[config.mk]
export PLATFORM = sky130hd
export DESIGN_NAME = gamepad_state_to_events
export DESIGN_NICKNAME = d
export VERILOG_FILES = /design/src/sv/gse_pkg.sv /design/src/sv/gse_div.sv /design/src/sv/gamepad_state_to_events.sv
export VERILOG_INCLUDE_DIRS = /design/src /design/src/sv
export SDC_FILE = /design/constraint.sdc
export NUM_CORES = 1
export LEC_CHECK = 0
export ABC_CLOCK_PERIOD_IN_PS = 14800
export BUFFER_PORTS_ARGS = -buffer_cell sky130_fd_sc_hd__buf_4
export CORE_ASPECT_RATIO = 0.5
export CORE_UTILIZATION = 44
export CTS_CLUSTER_SIZE = 20
export DETAILED_ROUTE_END_ITERATION = 12
export GPL_TIMING_DRIVEN = 1
export PLACE_DENSITY = 0.75
export SYNTH_ARGS = -nofsm -noshare
export SYNTH_HDL_FRONTEND = slang
export SYNTH_SLANG_ARGS = --single-unit
[constraint.sdc]
create_clock -name clk -period 14.8 [get_ports clk]
set_input_delay 0 -clock clk [delete_from_list [all_inputs] [get_ports clk]]
set_output_delay 0 -clock clk [all_outputs]
set_load 0.02 [all_outputs]
[src/sv/gamepad_state_to_events_macros.svh]
`ifndef GAMEPAD_STATE_TO_EVENTS_MACROS_SVH
`define GAMEPAD_STATE_TO_EVENTS_MACROS_SVH

// same-cycle implication, reset masked
`define GSE_ASSERT_NOW(lbl, ante, cons) \
  lbl: assert property (@(posedge clk) disable iff (!rst_n) (ante) |-> (cons)) \
    else $error("gse assertion failed");

// next-cycle implication, reset masked
`define GSE_ASSERT_NEXT(lbl, ante, cons) \
  lbl: assert property (@(posedge clk) disable iff (!rst_n) (ante) |=> (cons)) \
    else $error("gse assertion failed");

`endif

[src/sv/gse_pkg.sv]
package gse_pkg;

  localparam int FRAC_BITS = 15;
  localparam int BTN_BITS  = 16;
  localparam int NUM_W     = 17;
  localparam int DVD_W     = NUM_W + FRAC_BITS;

  localparam logic [7:0]  TRIG_FULL = 8'd255;
  localparam logic [15:0] AXIS_FULL = 16'd32767;
  localparam logic [16:0] Q_ONE     = 17'd32768;
  localparam logic [16:0] Q_MAXPOS  = 17'd32767;

  typedef struct packed {
    logic               read_ok;
    logic [31:0]        packet_number;
    logic [15:0]        button_bits;
    logic [7:0]         left_trigger;
    logic [7:0]         right_trigger;
    logic signed [15:0] left_stick_x;
    logic signed [15:0] left_stick_y;
    logic signed [15:0] right_stick_x;
    logic signed [15:0] right_stick_y;
    logic [31:0]        time_stamp;
  } in_beat_t;

  typedef struct packed {
    logic [2:0]         event_kind;
    logic [3:0]         button_index;
    logic               pressed;
    logic [15:0]        trigger_level;
    logic signed [15:0] axis_x;
    logic signed [15:0] axis_y;
    logic [31:0]        event_time;
    logic               last_event;
  } out_beat_t;

  typedef enum logic [1:0] {
    CFG_TRIG_DZ,
    CFG_LEFT_DZ,
    CFG_RIGHT_DZ,
    CFG_BTN_MASK
  } cfg_idx_t;

  typedef enum logic [2:0] {
    EV_BUTTON,
    EV_LEFT_TRIG,
    EV_RIGHT_TRIG,
    EV_LEFT_STICK,
    EV_RIGHT_STICK
  } ev_kind_t;

  typedef enum logic [2:0] {
    U_LT,
    U_RT,
    U_LX,
    U_LY,
    U_RX,
    U_RY,
    U_END
  } unit_t;

  typedef enum logic [2:0] {
    S_IDLE,
    S_BTN,
    S_SEL,
    S_DIV,
    S_EMIT
  } state_t;

  typedef struct packed {
    logic        done;
    logic        ovf;
    logic [16:0] quo;
  } div_res_t;

endpackage

[src/sv/gse_div.sv]
module gse_div import gse_pkg::*; (
  input  logic              clk,
  input  logic              rst_n,
  input  logic              start,
  input  logic [NUM_W-1:0]  num,
  input  logic [15:0]       den,
  output div_res_t          res
);

  logic [DVD_W-1:0] dvd_r;
  logic [15:0]      rem_r;
  logic [15:0]      den_r;
  logic [16:0]      q_r;
  logic             ovf_r;
  logic [4:0]       cnt_r;
  logic             busy_r;
  logic             done_r;

  logic [16:0] trial;
  logic        ge;
  logic [16:0] diff;
  logic        rnd;
  logic [17:0] sum;

  assign trial = {rem_r, dvd_r[DVD_W-1]};
  assign ge    = trial >= {1'b0, den_r};
  assign diff  = trial - {1'b0, den_r};

  always_ff @(posedge clk) begin
    if (!rst_n) begin
      busy_r <= 1'b0;
      done_r <= 1'b0;
      cnt_r  <= '0;
    end else begin
      done_r <= 1'b0;
      if (start) begin
        busy_r <= 1'b1;
        cnt_r  <= '0;
      end else if (busy_r) begin
        cnt_r <= cnt_r + 5'd1;
        if (cnt_r == 5'(DVD_W - 1)) begin
          busy_r <= 1'b0;
          done_r <= 1'b1;
        end
      end
    end
  end

  always_ff @(posedge clk) begin
    if (start) begin
      dvd_r <= {num, {FRAC_BITS{1'b0}}};
      den_r <= den;
      rem_r <= '0;
      q_r   <= '0;
      ovf_r <= 1'b0;
    end else if (busy_r) begin
      dvd_r <= {dvd_r[DVD_W-2:0], 1'b0};
      rem_r <= ge ? diff[15:0] : trial[15:0];
      q_r   <= {q_r[15:0], ge};
      ovf_r <= ovf_r | q_r[16];
    end
  end

  assign rnd = {rem_r, 1'b0} >= {1'b0, den_r};
  assign sum = {1'b0, q_r} + 18'(rnd);

  assign res.done = done_r;
  assign res.ovf  = ovf_r | sum[17];
  assign res.quo  = sum[16:0];

endmodule

[src/sv/gamepad_state_to_events.sv]
// Gamepad snapshot to change events. A snapshot is taken only when the block
// is idle; a failed read or a repeated packet number is taken and dropped.
// Otherwise the block scans the 16 button bits one per cycle, holding on a
// changed bit while the output stalls, then runs each changed trigger and
// each axis of a changed stick through one shared bit-serial divider, except
// where the value lies in the dead zone or saturates. Events leave through a
// single output register; last_event marks the final event of a snapshot.
`include "gamepad_state_to_events_macros.svh"

module gamepad_state_to_events import gse_pkg::*; (
  input  logic       clk,
  input  logic       rst_n,
  input  logic       in_valid,
  output logic       in_stall,
  input  in_beat_t   in_beat,
  output logic       out_valid,
  input  logic       out_stall,
  output out_beat_t  out_beat,
  input  logic       cfg_valid,
  output logic       cfg_ready,
  input  cfg_idx_t   cfg_index,
  input  logic [15:0] cfg_data
);

  logic [7:0]  trig_dz_r;
  logic [14:0] left_dz_r;
  logic [14:0] right_dz_r;
  logic [15:0] btn_mask_r;

  logic [31:0] prev_pkt_r;
  logic [15:0] prev_btn_r;
  logic [7:0]  prev_lt_r, prev_rt_r;
  logic [15:0] prev_lx_r, prev_ly_r, prev_rx_r, prev_ry_r;

  logic [31:0] ts_r;
  logic [7:0]  lt_r, rt_r;
  logic [15:0] lx_r, ly_r, rx_r, ry_r;
  logic [15:0] diff_r, btn_r;
  logic [3:0]  btn_cnt_r;
  logic [3:0]  evm_r;
  unit_t       unit_r;
  state_t      state_r, state_nxt;

  logic        spec_zero_r, spec_sat_r, neg_r;
  logic [15:0] trig_val_r;
  logic [15:0] ax_r, ay_r;

  logic        out_valid_r;
  out_beat_t   out_beat_r;

  logic        fire, out_free, needed, adv, fin, is_trig, is_xaxis;
  logic        take, btn_emit, btn_adv, sel_go, div_start, unit_inc, ev_emit, val_store;
  logic        ev_last;
  ev_kind_t    ev_kind;

  logic [7:0]  t_sel;
  logic [15:0] raw_sel;
  logic [14:0] dz_sel;
  logic [16:0] mag;
  logic        op_zero, op_sat;
  logic [NUM_W-1:0] op_num;
  logic [15:0] op_den;

  div_res_t    div_res;
  logic [16:0] mag_q, lim;
  logic [15:0] trig_val, axis_val;

  assign cfg_ready = 1'b1;
  assign out_free  = !out_valid_r || !out_stall;
  assign fire      = in_beat.read_ok && (in_beat.packet_number != prev_pkt_r);

  always_ff @(posedge clk) begin
    if (!rst_n) begin
      trig_dz_r  <= 8'd30;
      left_dz_r  <= 15'd7849;
      right_dz_r <= 15'd8689;
      btn_mask_r <= 16'd62463;
    end else if (cfg_valid && cfg_ready) begin
      case (cfg_index)
        CFG_TRIG_DZ:  trig_dz_r  <= cfg_data[7:0];
        CFG_LEFT_DZ:  left_dz_r  <= cfg_data[14:0];
        CFG_RIGHT_DZ: right_dz_r <= cfg_data[14:0];
        CFG_BTN_MASK: btn_mask_r <= cfg_data;
        default: ;
      endcase
    end
  end

  always_comb begin
    case (unit_r)
      U_LT, U_RT: needed = (unit_r == U_LT) ? evm_r[0] : evm_r[1];
      U_LX, U_LY: needed = evm_r[2];
      U_RX, U_RY: needed = evm_r[3];
      default:    needed = 1'b0;
    endcase
  end

  always_comb begin
    case (unit_r)
      U_LT:    begin ev_kind = EV_LEFT_TRIG;   ev_last = (evm_r[3:1] == 3'd0); end
      U_RT:    begin ev_kind = EV_RIGHT_TRIG;  ev_last = (evm_r[3:2] == 2'd0); end
      U_LY:    begin ev_kind = EV_LEFT_STICK;  ev_last = !evm_r[3]; end
      default: begin ev_kind = EV_RIGHT_STICK; ev_last = 1'b1; end
    endcase
  end

  assign is_trig  = (unit_r == U_LT) || (unit_r == U_RT);
  assign is_xaxis = (unit_r == U_LX) || (unit_r == U_RX);

  always_comb begin
    case (unit_r)
      U_LX:    raw_sel = lx_r;
      U_LY:    raw_sel = ly_r;
      U_RX:    raw_sel = rx_r;
      default: raw_sel = ry_r;
    endcase
  end

  assign t_sel  = (unit_r == U_LT) ? lt_r : rt_r;
  assign dz_sel = ((unit_r == U_LX) || (unit_r == U_LY)) ? left_dz_r : right_dz_r;
  assign mag    = raw_sel[15] ? (17'h10000 - {1'b0, raw_sel}) : {1'b0, raw_sel};

  always_comb begin
    if (is_trig) begin
      op_zero = (trig_dz_r == TRIG_FULL) || (t_sel < trig_dz_r);
      op_sat  = 1'b0;
      op_num  = NUM_W'(t_sel - trig_dz_r);
      op_den  = {8'd0, TRIG_FULL - trig_dz_r};
    end else begin
      op_zero = mag <= {2'b00, dz_sel};
      op_sat  = !op_zero && (dz_sel == AXIS_FULL[14:0]);
      op_num  = mag - {2'b00, dz_sel};
      op_den  = AXIS_FULL - {1'b0, dz_sel};
    end
  end

  gse_div u_div (
    .clk   (clk),
    .rst_n (rst_n),
    .start (div_start),
    .num   (op_num),
    .den   (op_den),
    .res   (div_res)
  );

  assign fin = spec_zero_r || spec_sat_r || div_res.done;
  assign adv = !diff_r[0] || out_free;
  assign lim = neg_r ? Q_ONE : Q_MAXPOS;

  always_comb begin
    if (spec_zero_r)
      mag_q = '0;
    else if (spec_sat_r || div_res.ovf || (div_res.quo > lim))
      mag_q = lim;
    else
      mag_q = div_res.quo;
  end

  assign axis_val = neg_r ? 16'(17'd0 - mag_q) : mag_q[15:0];

  always_comb begin
    if (spec_zero_r)
      trig_val = '0;
    else if (div_res.ovf || (div_res.quo > Q_ONE))
      trig_val = Q_ONE[15:0];
    else
      trig_val = div_res.quo[15:0];
  end

  always_comb begin
    state_nxt = state_r;
    case (state_r)
      S_IDLE: if (in_valid && fire) state_nxt = S_BTN;
      S_BTN:  if (adv && (btn_cnt_r == 4'(BTN_BITS - 1))) state_nxt = S_SEL;
      S_SEL: begin
        if (unit_r == U_END) state_nxt = S_IDLE;
        else if (needed)     state_nxt = S_DIV;
      end
      S_DIV:  if (fin) state_nxt = is_xaxis ? S_SEL : S_EMIT;
      S_EMIT: if (out_free) state_nxt = S_SEL;
      default: state_nxt = S_IDLE;
    endcase
  end

  always_comb begin
    in_stall  = (state_r != S_IDLE);
    take      = (state_r == S_IDLE) && in_valid && fire;
    btn_adv   = (state_r == S_BTN) && adv;
    btn_emit  = (state_r == S_BTN) && diff_r[0] && out_free;
    sel_go    = (state_r == S_SEL) && (unit_r != U_END) && needed;
    div_start = sel_go && !op_zero && !op_sat;
    val_store = (state_r == S_DIV) && fin;
    ev_emit   = (state_r == S_EMIT) && out_free;
    unit_inc  = ((state_r == S_SEL) && (unit_r != U_END) && !needed) ||
                (val_store && is_xaxis) || ev_emit;
  end

  always_ff @(posedge clk) begin
    if (!rst_n) begin
      state_r     <= S_IDLE;
      unit_r      <= U_LT;
      btn_cnt_r   <= '0;
      out_valid_r <= 1'b0;
      prev_pkt_r  <= '0;
      prev_btn_r  <= '0;
      prev_lt_r   <= '0;
      prev_rt_r   <= '0;
      prev_lx_r   <= '0;
      prev_ly_r   <= '0;
      prev_rx_r   <= '0;
      prev_ry_r   <= '0;
    end else begin
      state_r <= state_nxt;
      if (take) begin
        unit_r     <= U_LT;
        btn_cnt_r  <= '0;
        prev_pkt_r <= in_beat.packet_number;
        prev_btn_r <= in_beat.button_bits;
        prev_lt_r  <= in_beat.left_trigger;
        prev_rt_r  <= in_beat.right_trigger;
        prev_lx_r  <= in_beat.left_stick_x;
        prev_ly_r  <= in_beat.left_stick_y;
        prev_rx_r  <= in_beat.right_stick_x;
        prev_ry_r  <= in_beat.right_stick_y;
      end else begin
        if (btn_adv) btn_cnt_r <= btn_cnt_r + 4'd1;
        if (unit_inc) unit_r <= unit_t'(unit_r + 3'd1);
      end
      if (btn_emit || ev_emit) out_valid_r <= 1'b1;
      else if (!out_stall)     out_valid_r <= 1'b0;
    end
  end

  always_ff @(posedge clk) begin
    if (take) begin
      ts_r   <= in_beat.time_stamp;
      lt_r   <= in_beat.left_trigger;
      rt_r   <= in_beat.right_trigger;
      lx_r   <= in_beat.left_stick_x;
      ly_r   <= in_beat.left_stick_y;
      rx_r   <= in_beat.right_stick_x;
      ry_r   <= in_beat.right_stick_y;
      btn_r  <= in_beat.button_bits;
      diff_r <= (in_beat.button_bits ^ prev_btn_r) & btn_mask_r;
      evm_r  <= {(in_beat.right_stick_x != prev_rx_r) || (in_beat.right_stick_y != prev_ry_r),
                 (in_beat.left_stick_x != prev_lx_r) || (in_beat.left_stick_y != prev_ly_r),
                 in_beat.right_trigger != prev_rt_r,
                 in_beat.left_trigger != prev_lt_r};
    end else if (btn_adv) begin
      diff_r <= {1'b0, diff_r[15:1]};
      btn_r  <= {1'b0, btn_r[15:1]};
    end
    if (sel_go) begin
      spec_zero_r <= op_zero;
      spec_sat_r  <= op_sat;
      neg_r       <= !is_trig && raw_sel[15];
    end
    if (val_store) begin
      if (is_trig)       trig_val_r <= trig_val;
      else if (is_xaxis) ax_r <= axis_val;
      else               ay_r <= axis_val;
    end
    if (btn_emit) begin
      out_beat_r.event_kind    <= EV_BUTTON;
      out_beat_r.button_index  <= btn_cnt_r;
      out_beat_r.pressed       <= btn_r[0];
      out_beat_r.trigger_level <= '0;
      out_beat_r.axis_x        <= '0;
      out_beat_r.axis_y        <= '0;
      out_beat_r.event_time    <= ts_r;
      out_beat_r.last_event    <= (diff_r[15:1] == 15'd0) && (evm_r == 4'd0);
    end else if (ev_emit) begin
      out_beat_r.event_kind    <= ev_kind;
      out_beat_r.button_index  <= '0;
      out_beat_r.pressed       <= 1'b0;
      out_beat_r.trigger_level <= is_trig ? trig_val_r : 16'd0;
      out_beat_r.axis_x        <= is_trig ? 16'd0 : ax_r;
      out_beat_r.axis_y        <= is_trig ? 16'd0 : ay_r;
      out_beat_r.event_time    <= ts_r;
      out_beat_r.last_event    <= ev_last;
    end
  end

  assign out_valid = out_valid_r;
  assign out_beat  = out_beat_r;

  `GSE_ASSERT_NOW(a_accept_idle, in_valid && !in_stall, state_r == S_IDLE)
  `GSE_ASSERT_NOW(a_div_done_in_div, div_res.done, state_r == S_DIV)
  `GSE_ASSERT_NOW(a_button_beat_clean, out_valid_r && (out_beat_r.event_kind == EV_BUTTON), (out_beat_r.trigger_level == 16'd0) && (out_beat_r.axis_x == 16'd0) && (out_beat_r.axis_y == 16'd0))
  `GSE_ASSERT_NEXT(a_emit_sets_valid, btn_emit || ev_emit, out_valid_r)

endmodule
==> results of run 1 <==
[metal layers]
metal | vias up | part of all wire [%] | track usage (%) | routed length (um)
met4 | 0 | 2.7 | 6.858 | 1864
li1 | 9608 | - | - | -
met5 | - | 0 | 0 | 0
met3 | 132 | 5.7 | 3.577 | 3848
met1 | 9656 | 43 | 28.43 | 28930
met2 | 541 | 49 | 37.39 | 33330
[cell usage after synthesis, types with 17 or more instances]
cell type	number	area, sq um
nand3_1	122	610.6
edfxtp_1	269	8078
xnor2_1	127	1112
o21a_1	19	142.6
o21ai_0	72	360.4
nor2b_1	175	1095
nand4_1	43	269.0
nor4_1	24	150.1
a211oi_1	28	210.2
xor2_1	57	499.2
mux2_2	28	315.3
dfxtp_1	285	5705
and2_1	18	112.6
a21boi_0	20	150.1
clkbuf_1	121	454.2
nor3_1	41	205.2
inv_1	78	292.8
ha_1	67	838.3
a21oi_1	106	530.5
nor2_1	120	450.4
mux2i_1	177	1772
nand2_1	230	863.3
or3_1	20	125.1
o211ai_1	17	127.6
[per-stage QoR]
step / util, % / area (sq um) / std cells
global route: 55.80 / 32420 / 3679
detailed placement: 49.87 / 28980 / 3403
global placement: 49.87 / 28980 / 3403
floorplan: - / 26240 / 2473
finish: 55.80 / 32420 / 3679
CTS: 55.79 / 32420 / 3676
[cell families after synthesis]
| kind of cell | count (synthesis) | synth area share, % |
|---|---|---|
| simple gates | 856 | 16.60 |
| compound gates | 374 | 9.422 |
| flops | 554 | 52.52 |
| other cells | 1 | 0.01429 |
| xor+xnor | 184 | 6.141 |
| mux | 217 | 8.640 |
| buf+inv | 217 | 3.237 |
| fa+ha+maj | 70 | 3.423 |
[critical path: cells and delay by family, from the launching register on]
| family | cells | cell delay, ps |
|---|---|---|
| compound gates | 12 | 3410 |
| simple gates | 7 | 1630 |
| fa+ha+maj | 5 | 1550 |
| xor+xnor | 1 | 520 |
| flops | 1 | 320 |
| buf+inv | 2 | 130 |
[worst max-delay path by stage]
stage / endpoint / slack (ps) / cells past startpoint
floorplan: ax_r[10] / 8430 / 27
global placement: ax_r[10] / 7340 / 25
detailed placement: ay_r[10] / 7160 / 27
CTS: ay_r[10] / 7180 / 27
global route: ay_r[10] / 6250 / 27
finish: ay_r[10] / 7080 / 27
[area by class of cell]
| class | count | share of cell area [%] |
|---|---|---|
| antenna | 3 | 0.02315 |
| clock buffer | 71 | 4.573 |
| clock inverter | 23 | 0.5055 |
| inverter | 79 | 0.9146 |
| multi-input combinational | 1702 | 36.03 |
| sequential | 554 | 42.51 |
| tap | 768 | 2.964 |
| timing repair buffer | 479 | 12.47 |
[power by group through the flow]
stage | registers, mW | clock network (mW) | logic [mW]
after floorplan | 1.78 | 0 | 0.461
after global placement | 1.78 | 0 | 0.643
after detailed placement | 1.78 | 0 | 0.653
after CTS | 1.75 | 1.33 | 0.698
after global routing | 1.76 | 1.40 | 0.770
final | 1.75 | 1.32 | 0.706
[flip-flops by register name (all words and copies together), names as in the netlist, 17 cells and up]
| signal | cells |
|---|---|
| prev_pkt_r | 32 |
| out_beat | 89 |
| u_div.dvd_r | 17 |
| ts_r | 32 |
| u_div.q_r | 17 |
==> key figures, run 1 <==
Status
  – Outcome: complete, no violations

CTS
  – Clock slew at reported path FFs: 70 ps
  – CTS Buf Count: 50
  – CTS tree: built
  – CTS sink count: 554
  – Worst-Skew Late Latency: 610 ps
  – # H-tree levels: 2
  – Clk buf depth: 3
  – CTS resizes: 0
  – Hold Buf Count CTS: about 180
  – CTS root buffer: clkbuf_16
  – # Post-CTS Setup Buffers: 0

Timing
  – Setup ws final: just over 7000 ps
  – Rel. slew slack: between 20% and 30%
  – Pins Over Slew Limit: 0
  – Final setup violation count: 0
  – WHS: 9.941 ps
  – Final min period: 7717 ps
  – RSZ-0062 raised after global routing: false
  – Fmax achieved: between 0.1 and 0.15 GHz
  – Final Cycle Share: 52.14%
  – Final Hold Viols: 0
  – Setup_tns: 0 ps
  – Worst-Margin Slew: 1133 ps
  – Setup Skew: 35.12 ps

Synthesis
  – Register area share after synthesis: 52.52%
  – Synth warnings: 0
  – Synth Net Count: 2727
  – Top FF cell, synth: dfxtp_1
  – Post-synth cell types: 76
  – Number of synthesized register bits: 554
  – Synth Instances: approximately 2500
  – Post-synth EDFFs: about 270
  – Post-Syn Area: about 0.026 sq mm
  – Mean post-synth cell area: 10.61 sq um
  – Share of async-settable or async-resettable flops after synthesis: 0%

Pwr
  – Sw Share: 27.31%
  – Combinational share of power: 18.7%
  – Flop pwr share: 46.4%
  – P_leak: roughly 12 nW
  – Internal power: 2.743 mW
  – Pwr dens: 116.4 mW/mm^2
  – P_sw: approximately 1.0 mW
  – Maximum VDD drop: ~0.086 mV
  – Overall Power: 3.773 mW
  – Clock share of power: 34.9%

Floorplan
  – Initial core utilization: 45.16%
  – Die W: ~350 um
  – Area of the core: 0.05810 sq mm
  – Die Area: 0.06068 sq mm
  – IO Pins: 276
  – Num rows: 62
  – Die Ht: 174.7 um

Job
  – Max-Cap Viols: 0

Route
  – Antenna Violating Nets Remaining: 0
  – Routed WL: 67970 um
  – DR WL/cell: around 18 um
  – DRC violations left: 0
  – Pre-antenna DRT Iters: 6
  – Via/cell ratio: 5.419
  – Via count: 19937
  – DRT iter0 DRCs: 1599

Cells and area
  – Commonest non-fill, non-tap cell in the layout: buf_4
  – P&R area growth vs syn: 23.56%
  – Most frequent cells in the layout: buf_4 (300), dfxtp_1 (284), edfxtp_1 (269), nand2_1 (230), dlygate4sd3_1 (179)
  – Filler cells: roughly 4700
  – Register area: between 0.01 and 0.015 sq mm
  – Final net count: 3120
  – Area of the multi-input gates: 0.01168 sq mm
  – Share of layout cells above drive strength 1: between 10% and 20%

Worst setup path
  – CP Launch Point: u_div.den_r[10]
  – CP max FO: 17
  – Slowest stage delay, CP: 560 ps
  – Critical R2R Capture: ay_r[10]
  – Worst Path Arrival: 8140 ps
  – WS Path Type: reg2reg
  – R2R cell count: 27
  – CP most frequent cell: ha_1
  – Reg-to-Reg Start: u_div.den_r[10]
  – Critical Path RT: 15220 ps
  – Reg2reg setup slack: 7080 ps
  – CP Capture Type: flop
  – Crit start category: flop
  – Slowest cell on crit path: a211o_1

Min path
  – Worst Hold Launch: rst_n
  – Hold Path Class: in2reg
  – Hold Crit Depth: 2
  – Worst Hold Endpoint: prev_pkt_r[13]

Global route
  – Largest net degree at the start of global routing: 106
  – Total grt overflow: 0
  – First-pass GRT wire length: 106500 um
  – GR Util All Layers: 21.88%
  – Initial antenna violation count: 3
  – Vias in the first global route: 19714

Placed design
  – I/O Buffers: 274
  – Dpl ws: 7164 ps
  – GP Congestion: 0.9335
  – Final HPWL DP: approximately 45000 um
No activity file was read; power rests on OpenSTA's default activity.
==> run 2: changes to the inputs <==
Settings changed: ABC_AREA set to 1, ABC_CLOCK_PERIOD_IN_PS 14800 to 6700, PLACE_DENSITY 0.75 to 0.77.
Clock period 14.8 ns to 6.7 ns, I/O delays scaled along.
==> run 2 against run 1 <==
Against the previous run:
- sequential share of layout area increased by 0.38 points
- final cell count increased by 14%
- critical endpoint is now u_div.dvd_r[19]
- highest routed layer unchanged
- worst hold slack improved by 110 ps
- largest power group unchanged
- die area decreased by 2.2%
==> key figures, run 2 <==
Synthesis
  – Register area share after synthesis: 53.69% (was 52.52%)
  – Top FF cell, synth: dfxtp_1 (unchanged)
  – Synth warnings: 0 (unchanged)
  – Share of async-settable or async-resettable flops after synthesis: 0% (unchanged)
  – Biggest area consumer among synthesized cells: edfxtp_1 (unchanged)
  – Post-synth cell types: 59 (was 76)
  – Synth Instances: 2958 (was 2473)
  – Count leader, synth: nand2_1 (was dfxtp_1)
  – Mean post-synth cell area: 8.678 sq um (was 10.61 sq um)
  – Top cells by count, synth: nand2_1 (804), dfxtp_1 (285), edfxtp_1 (269), a21oi_1 (257), inv_1 (256) (was dfxtp_1 (285), edfxtp_1 (269), nand2_1 (230), mux2i_1 (177), nor2b_1 (175))
  – Post-Syn Area: 0.02567 sq mm (was 0.02624 sq mm)
  – Number of synthesized register bits: 554 (unchanged)
  – Synth area leaders: edfxtp_1 (31%), dfxtp_1 (22%), nand2_1 (12%) (was edfxtp_1 (31%), dfxtp_1 (22%), mux2i_1 (6.8%))
  – Post-synth EDFFs: 269 (unchanged)
  – Synth Net Count: 3212 (was 2727)
  – Top-area cell type share of the netlist area: 31.47% (was 30.78%)

Timing
  – Final Hold Viols: 0 (unchanged)
  – Fmax achieved: 0.1678 GHz (was 0.1296 GHz)
  – RSZ-0062 raised after global routing: false (unchanged)
  – Pins Over Slew Limit: 0 (unchanged)
  – Rel. slew slack: 30.18% (was 24.48%)
  – Final Cycle Share: 88.97% (was 52.14%)
  – WHS: 124.6 ps (was 9.941 ps)
  – Final min period: 5961 ps (was 7717 ps)
  – Setup_tns: 0 ps (unchanged)
  – Setup Skew: 43.11 ps (was 35.12 ps)
  – Final setup violation count: 0 (unchanged)
  – Worst-Margin Slew: 1046 ps (was 1133 ps)

Route
  – DRC violations left: 0 (unchanged)
  – Antenna Violating Nets Remaining: 0 (unchanged)
  – Pre-antenna DRT Iters: 6 (unchanged)
  – Via/cell ratio: 5.277 (was 5.419)
  – Via count: 22172 (was 19937)
  – Routed WL: 70660 um (was 67970 um)
  – DR WL/cell: 16.82 um (was 18.48 um)
  – DRT iter0 DRCs: 2017 (was 1599)

Placed design
  – I/O Buffers: 274 (unchanged)
  – Placed cell count: 3897 (was 3403)
  – Final HPWL DP: 45520 um (was 44940 um)
  – GP Congestion: 0.9183 (was 0.9335)

Worst setup path
  – Crit-path cells: ha_1 -> ha_1 -> inv_1 -> nand2_4 -> nand4_1 -> o21ai_1 -> inv_1 -> o21ai_0 -> ha_1 -> nand3_1 -> nand2_1 -> nand2_1 -> nand2_1 -> a21oi_1 -> o21ai_0 -> a221oi_1 -> nand2_1 -> nand3_1 -> nand2_2 -> nor2_8 -> o21ai_0 -> nand2_1
  – CP Capture Type: flop (unchanged)
  – Slowest stage delay, CP: 720 ps (was 560 ps)
  – CP most frequent cell: nand2_1 (was ha_1)
  – R2R cell count: 22 (was 27)
  – WP buf/inv: 2 (unchanged)
  – Reg-to-Reg Start: unit_r[1] (was u_div.den_r[10])
  – Critical Path RT: 7160 ps (was 15220 ps)
  – WS Path Type: reg2reg (unchanged)
  – Crit path max-delay family: simple AND/OR/NAND/NOR gates (was compound AO/OA/AOI/OAI gates)
  – Critical R2R Capture: u_div.dvd_r[19] (was ay_r[10])
  – CP max FO: 66 (was 17)
  – Crit start category: flop (unchanged)
  – Worst Path Arrival: 6420 ps (was 8140 ps)
  – Reg2reg setup slack: 740 ps (was 7080 ps)
  – Slowest cell on crit path: nor2_8 (was a211o_1)

CTS
  – CTS tree: built (unchanged)
  – CTS Buf Count: 52 (was 50)
  – # H-tree levels: 2 (unchanged)
  – CTS sink count: 554 (unchanged)
  – CTS resizes: 0 (unchanged)
  – Worst-Skew Late Latency: 600 ps (was 610 ps)
  – Clock slew at reported path FFs: 60 ps (was 70 ps)
  – # Post-CTS Setup Buffers: 0 (unchanged)
  – Hold Buf Count CTS: 198 (was 179)
  – CTS root buffer: clkbuf_16 (unchanged)
  – Clk buf depth: 3 (unchanged)

Floorplan
  – IO Pins: 276 (unchanged)
  – Num rows: 62 (unchanged)
  – Die W: 343.6 um (was 347.4 um)
  – Die Ht: 172.8 um (was 174.7 um)
  – Die Area: 0.05937 sq mm (was 0.06068 sq mm)
  – Area of the core: 0.05748 sq mm (was 0.05810 sq mm)
  – Initial core utilization: 44.66% (was 45.16%)

Global route
  – First-pass GRT wire length: 112200 um (was 106500 um)
  – Vias in the first global route: 21712 (was 19714)
  – GRT met3 Usage: 4.255% (was 3.577%)
  – Total grt overflow: 0 (unchanged)
  – Largest net degree at the start of global routing: 100 (was 106)
  – GR Util All Layers: 23.31% (was 21.88%)
  – Met2 Usage GRT: 39.39% (was 37.39%)
  – Initial antenna violation count: 6 (was 3)
  – Layer with the highest usage: met2 (unchanged)
  – Met1 Use GR: 28.88% (was 28.43%)

Cells and area
  – Fin util: 55.90% (was 55.80%)
  – Filler cells: 4711 (was 4735)
  – Area of the multi-input gates: 0.01038 sq mm (was 0.01168 sq mm)
  – Commonest non-fill, non-tap cell in the layout: nand2_1 (was buf_4)
  – Share of layout cells above drive strength 1: 13.14% (was 15.13%)
  – Finished Layout Cells: 4202 (was 3679)
  – Most frequent cells in the layout: nand2_1 (802), buf_4 (298), dfxtp_1 (285), edfxtp_1 (269), a21oi_1 (257) (was buf_4 (300), dfxtp_1 (284), edfxtp_1 (269), nand2_1 (230), dlygate4sd3_1 (179))
  – Register area: 0.01378 sq mm (about the same)
  – Final net count: 3635 (was 3120)
  – P&R area growth vs syn: 25.18% (was 23.56%)
  – Largest register FFs: 89 (unchanged)

Min path
  – Hold Crit Depth: 2 (unchanged)
  – Worst Hold Endpoint: ts_r[13] (was prev_pkt_r[13])
  – Hold Path Class: in2reg (unchanged)
  – Worst Hold Launch: in_beat[13] (was rst_n)

Pwr
  – Internal power: 7.102 mW (was 2.743 mW)
  – Combinational share of power: 28.9% (was 18.7%)
  – Sw Share: 33.77% (was 27.31%)
  – Pwr dens: 333.7 mW/mm^2 (was 116.4 mW/mm^2)
  – P_sw: 3.622 mW (was 1.030 mW)
  – Overall Power: 10.72 mW (was 3.773 mW)
  – P_leak: 12.97 nW (was 12.26 nW)
  – Flop pwr share: 42.6% (was 46.4%)
  – Clock share of power: 28.5% (was 34.9%)
  – Maximum VDD drop: 0.2133 mV (was 0.08594 mV)

Status
  – Outcome: complete, no violations (unchanged)

Job
  – Max-Cap Viols: 0 (unchanged)
[run 2: changes by cell type after synthesis, moves of 27 or more]
cell     previous run  this run
o21ai_0            72       167
nand3_1           122       163
mux2i_1           177         5
inv_1              78       256
nand2_1           230       804
nor2_1            120       189
nor2b_1           175         0
a21oi_1           106       257
xnor2_1           127        79
mux2_2             28         1
[run 2: cells by family (layout without fill, tap and decap cells)]
family,count (synthesis),in the layout,share of synthesized area (%)
AOI/OAI and AO/OA,493,493,10.26
adders and majority gates,70,70,3.500
buffers and inverters,392,859,6.019
muxes,6,6,0.2388
DFF,554,554,53.69
and+or+nand+nor,1312,1312,21.84
other,1,10,0.01461
xor gates and xnor gates,130,130,4.435
[run 2: metal layers]
layer	vias up	part of all wire, %
li1	10696	-
met1	10342	40
met2	868	48
met3	266	6.8
met4	0	4.7
met5	-	0
[run 2: power groups by stage]
stage | Combinational [mW] | Clock, mW | Sequential, mW
2_1_floorplan | 2.01 | 0 | 4.67
3_3_place_gp | 2.88 | 0 | 4.60
3_5_place_dp | 2.95 | 0 | 4.62
4_1_cts | 3.06 | 3.08 | 4.56
5_1_grt | 3.45 | 3.24 | 4.62
6_report | 3.10 | 3.06 | 4.57
[run 2: final cells by class]
type                    count  area share [%]
flip-flops and latches    554           42.89
multi-input cells        2012           32.29
repair buffers            496           13.13
clock buffers              81           4.999
inverters                 265           3.123
well taps                 768           2.990
clock inverters            17          0.5101
diodes                      9         0.07009
[run 2: worst max-delay path by stage]
stage,end,cells past startpoint,slack (ps),startpoint
after CTS,u_div.dvd_r[27],20,850,unit_r[2]
final,u_div.dvd_r[19],22,740,unit_r[1]
after global placement,u_div.dvd_r[19],22,1110,unit_r[2]
after detailed placement,u_div.dvd_r[19],22,870,unit_r[2]
after global routing,u_div.dvd_r[19],22,230,unit_r[0]
after floorplan,evm_r[0],11,1410,prev_pkt_r[8]
[run 2: metrics by stage]
stage | setup slack (ps) | instance area (sq um)
global route | 233.2 | 32130
CTS | 845.0 | 32110
detailed placement | 868.4 | 28360
finish | 739.3 | 32130
global placement | 1115 | 28360
floorplan | 1414 | 25670
[run 2: worst register-to-register path, stage by stage (launching register included)]
cell,delay [ps]
dfxtp_1,390
ha_1,190
ha_1,540
inv_1,270
nand2_4,380
nand4_1,170
o21ai_1,340
inv_1,280
o21ai_0,420
ha_1,320
nand3_1,90
nand2_1,70
nand2_1,90
nand2_1,50
a21oi_1,190
o21ai_0,190
a221oi_1,330
nand2_1,140
nand3_1,200
nand2_2,120
nor2_8,720
o21ai_0,250
nand2_1,110
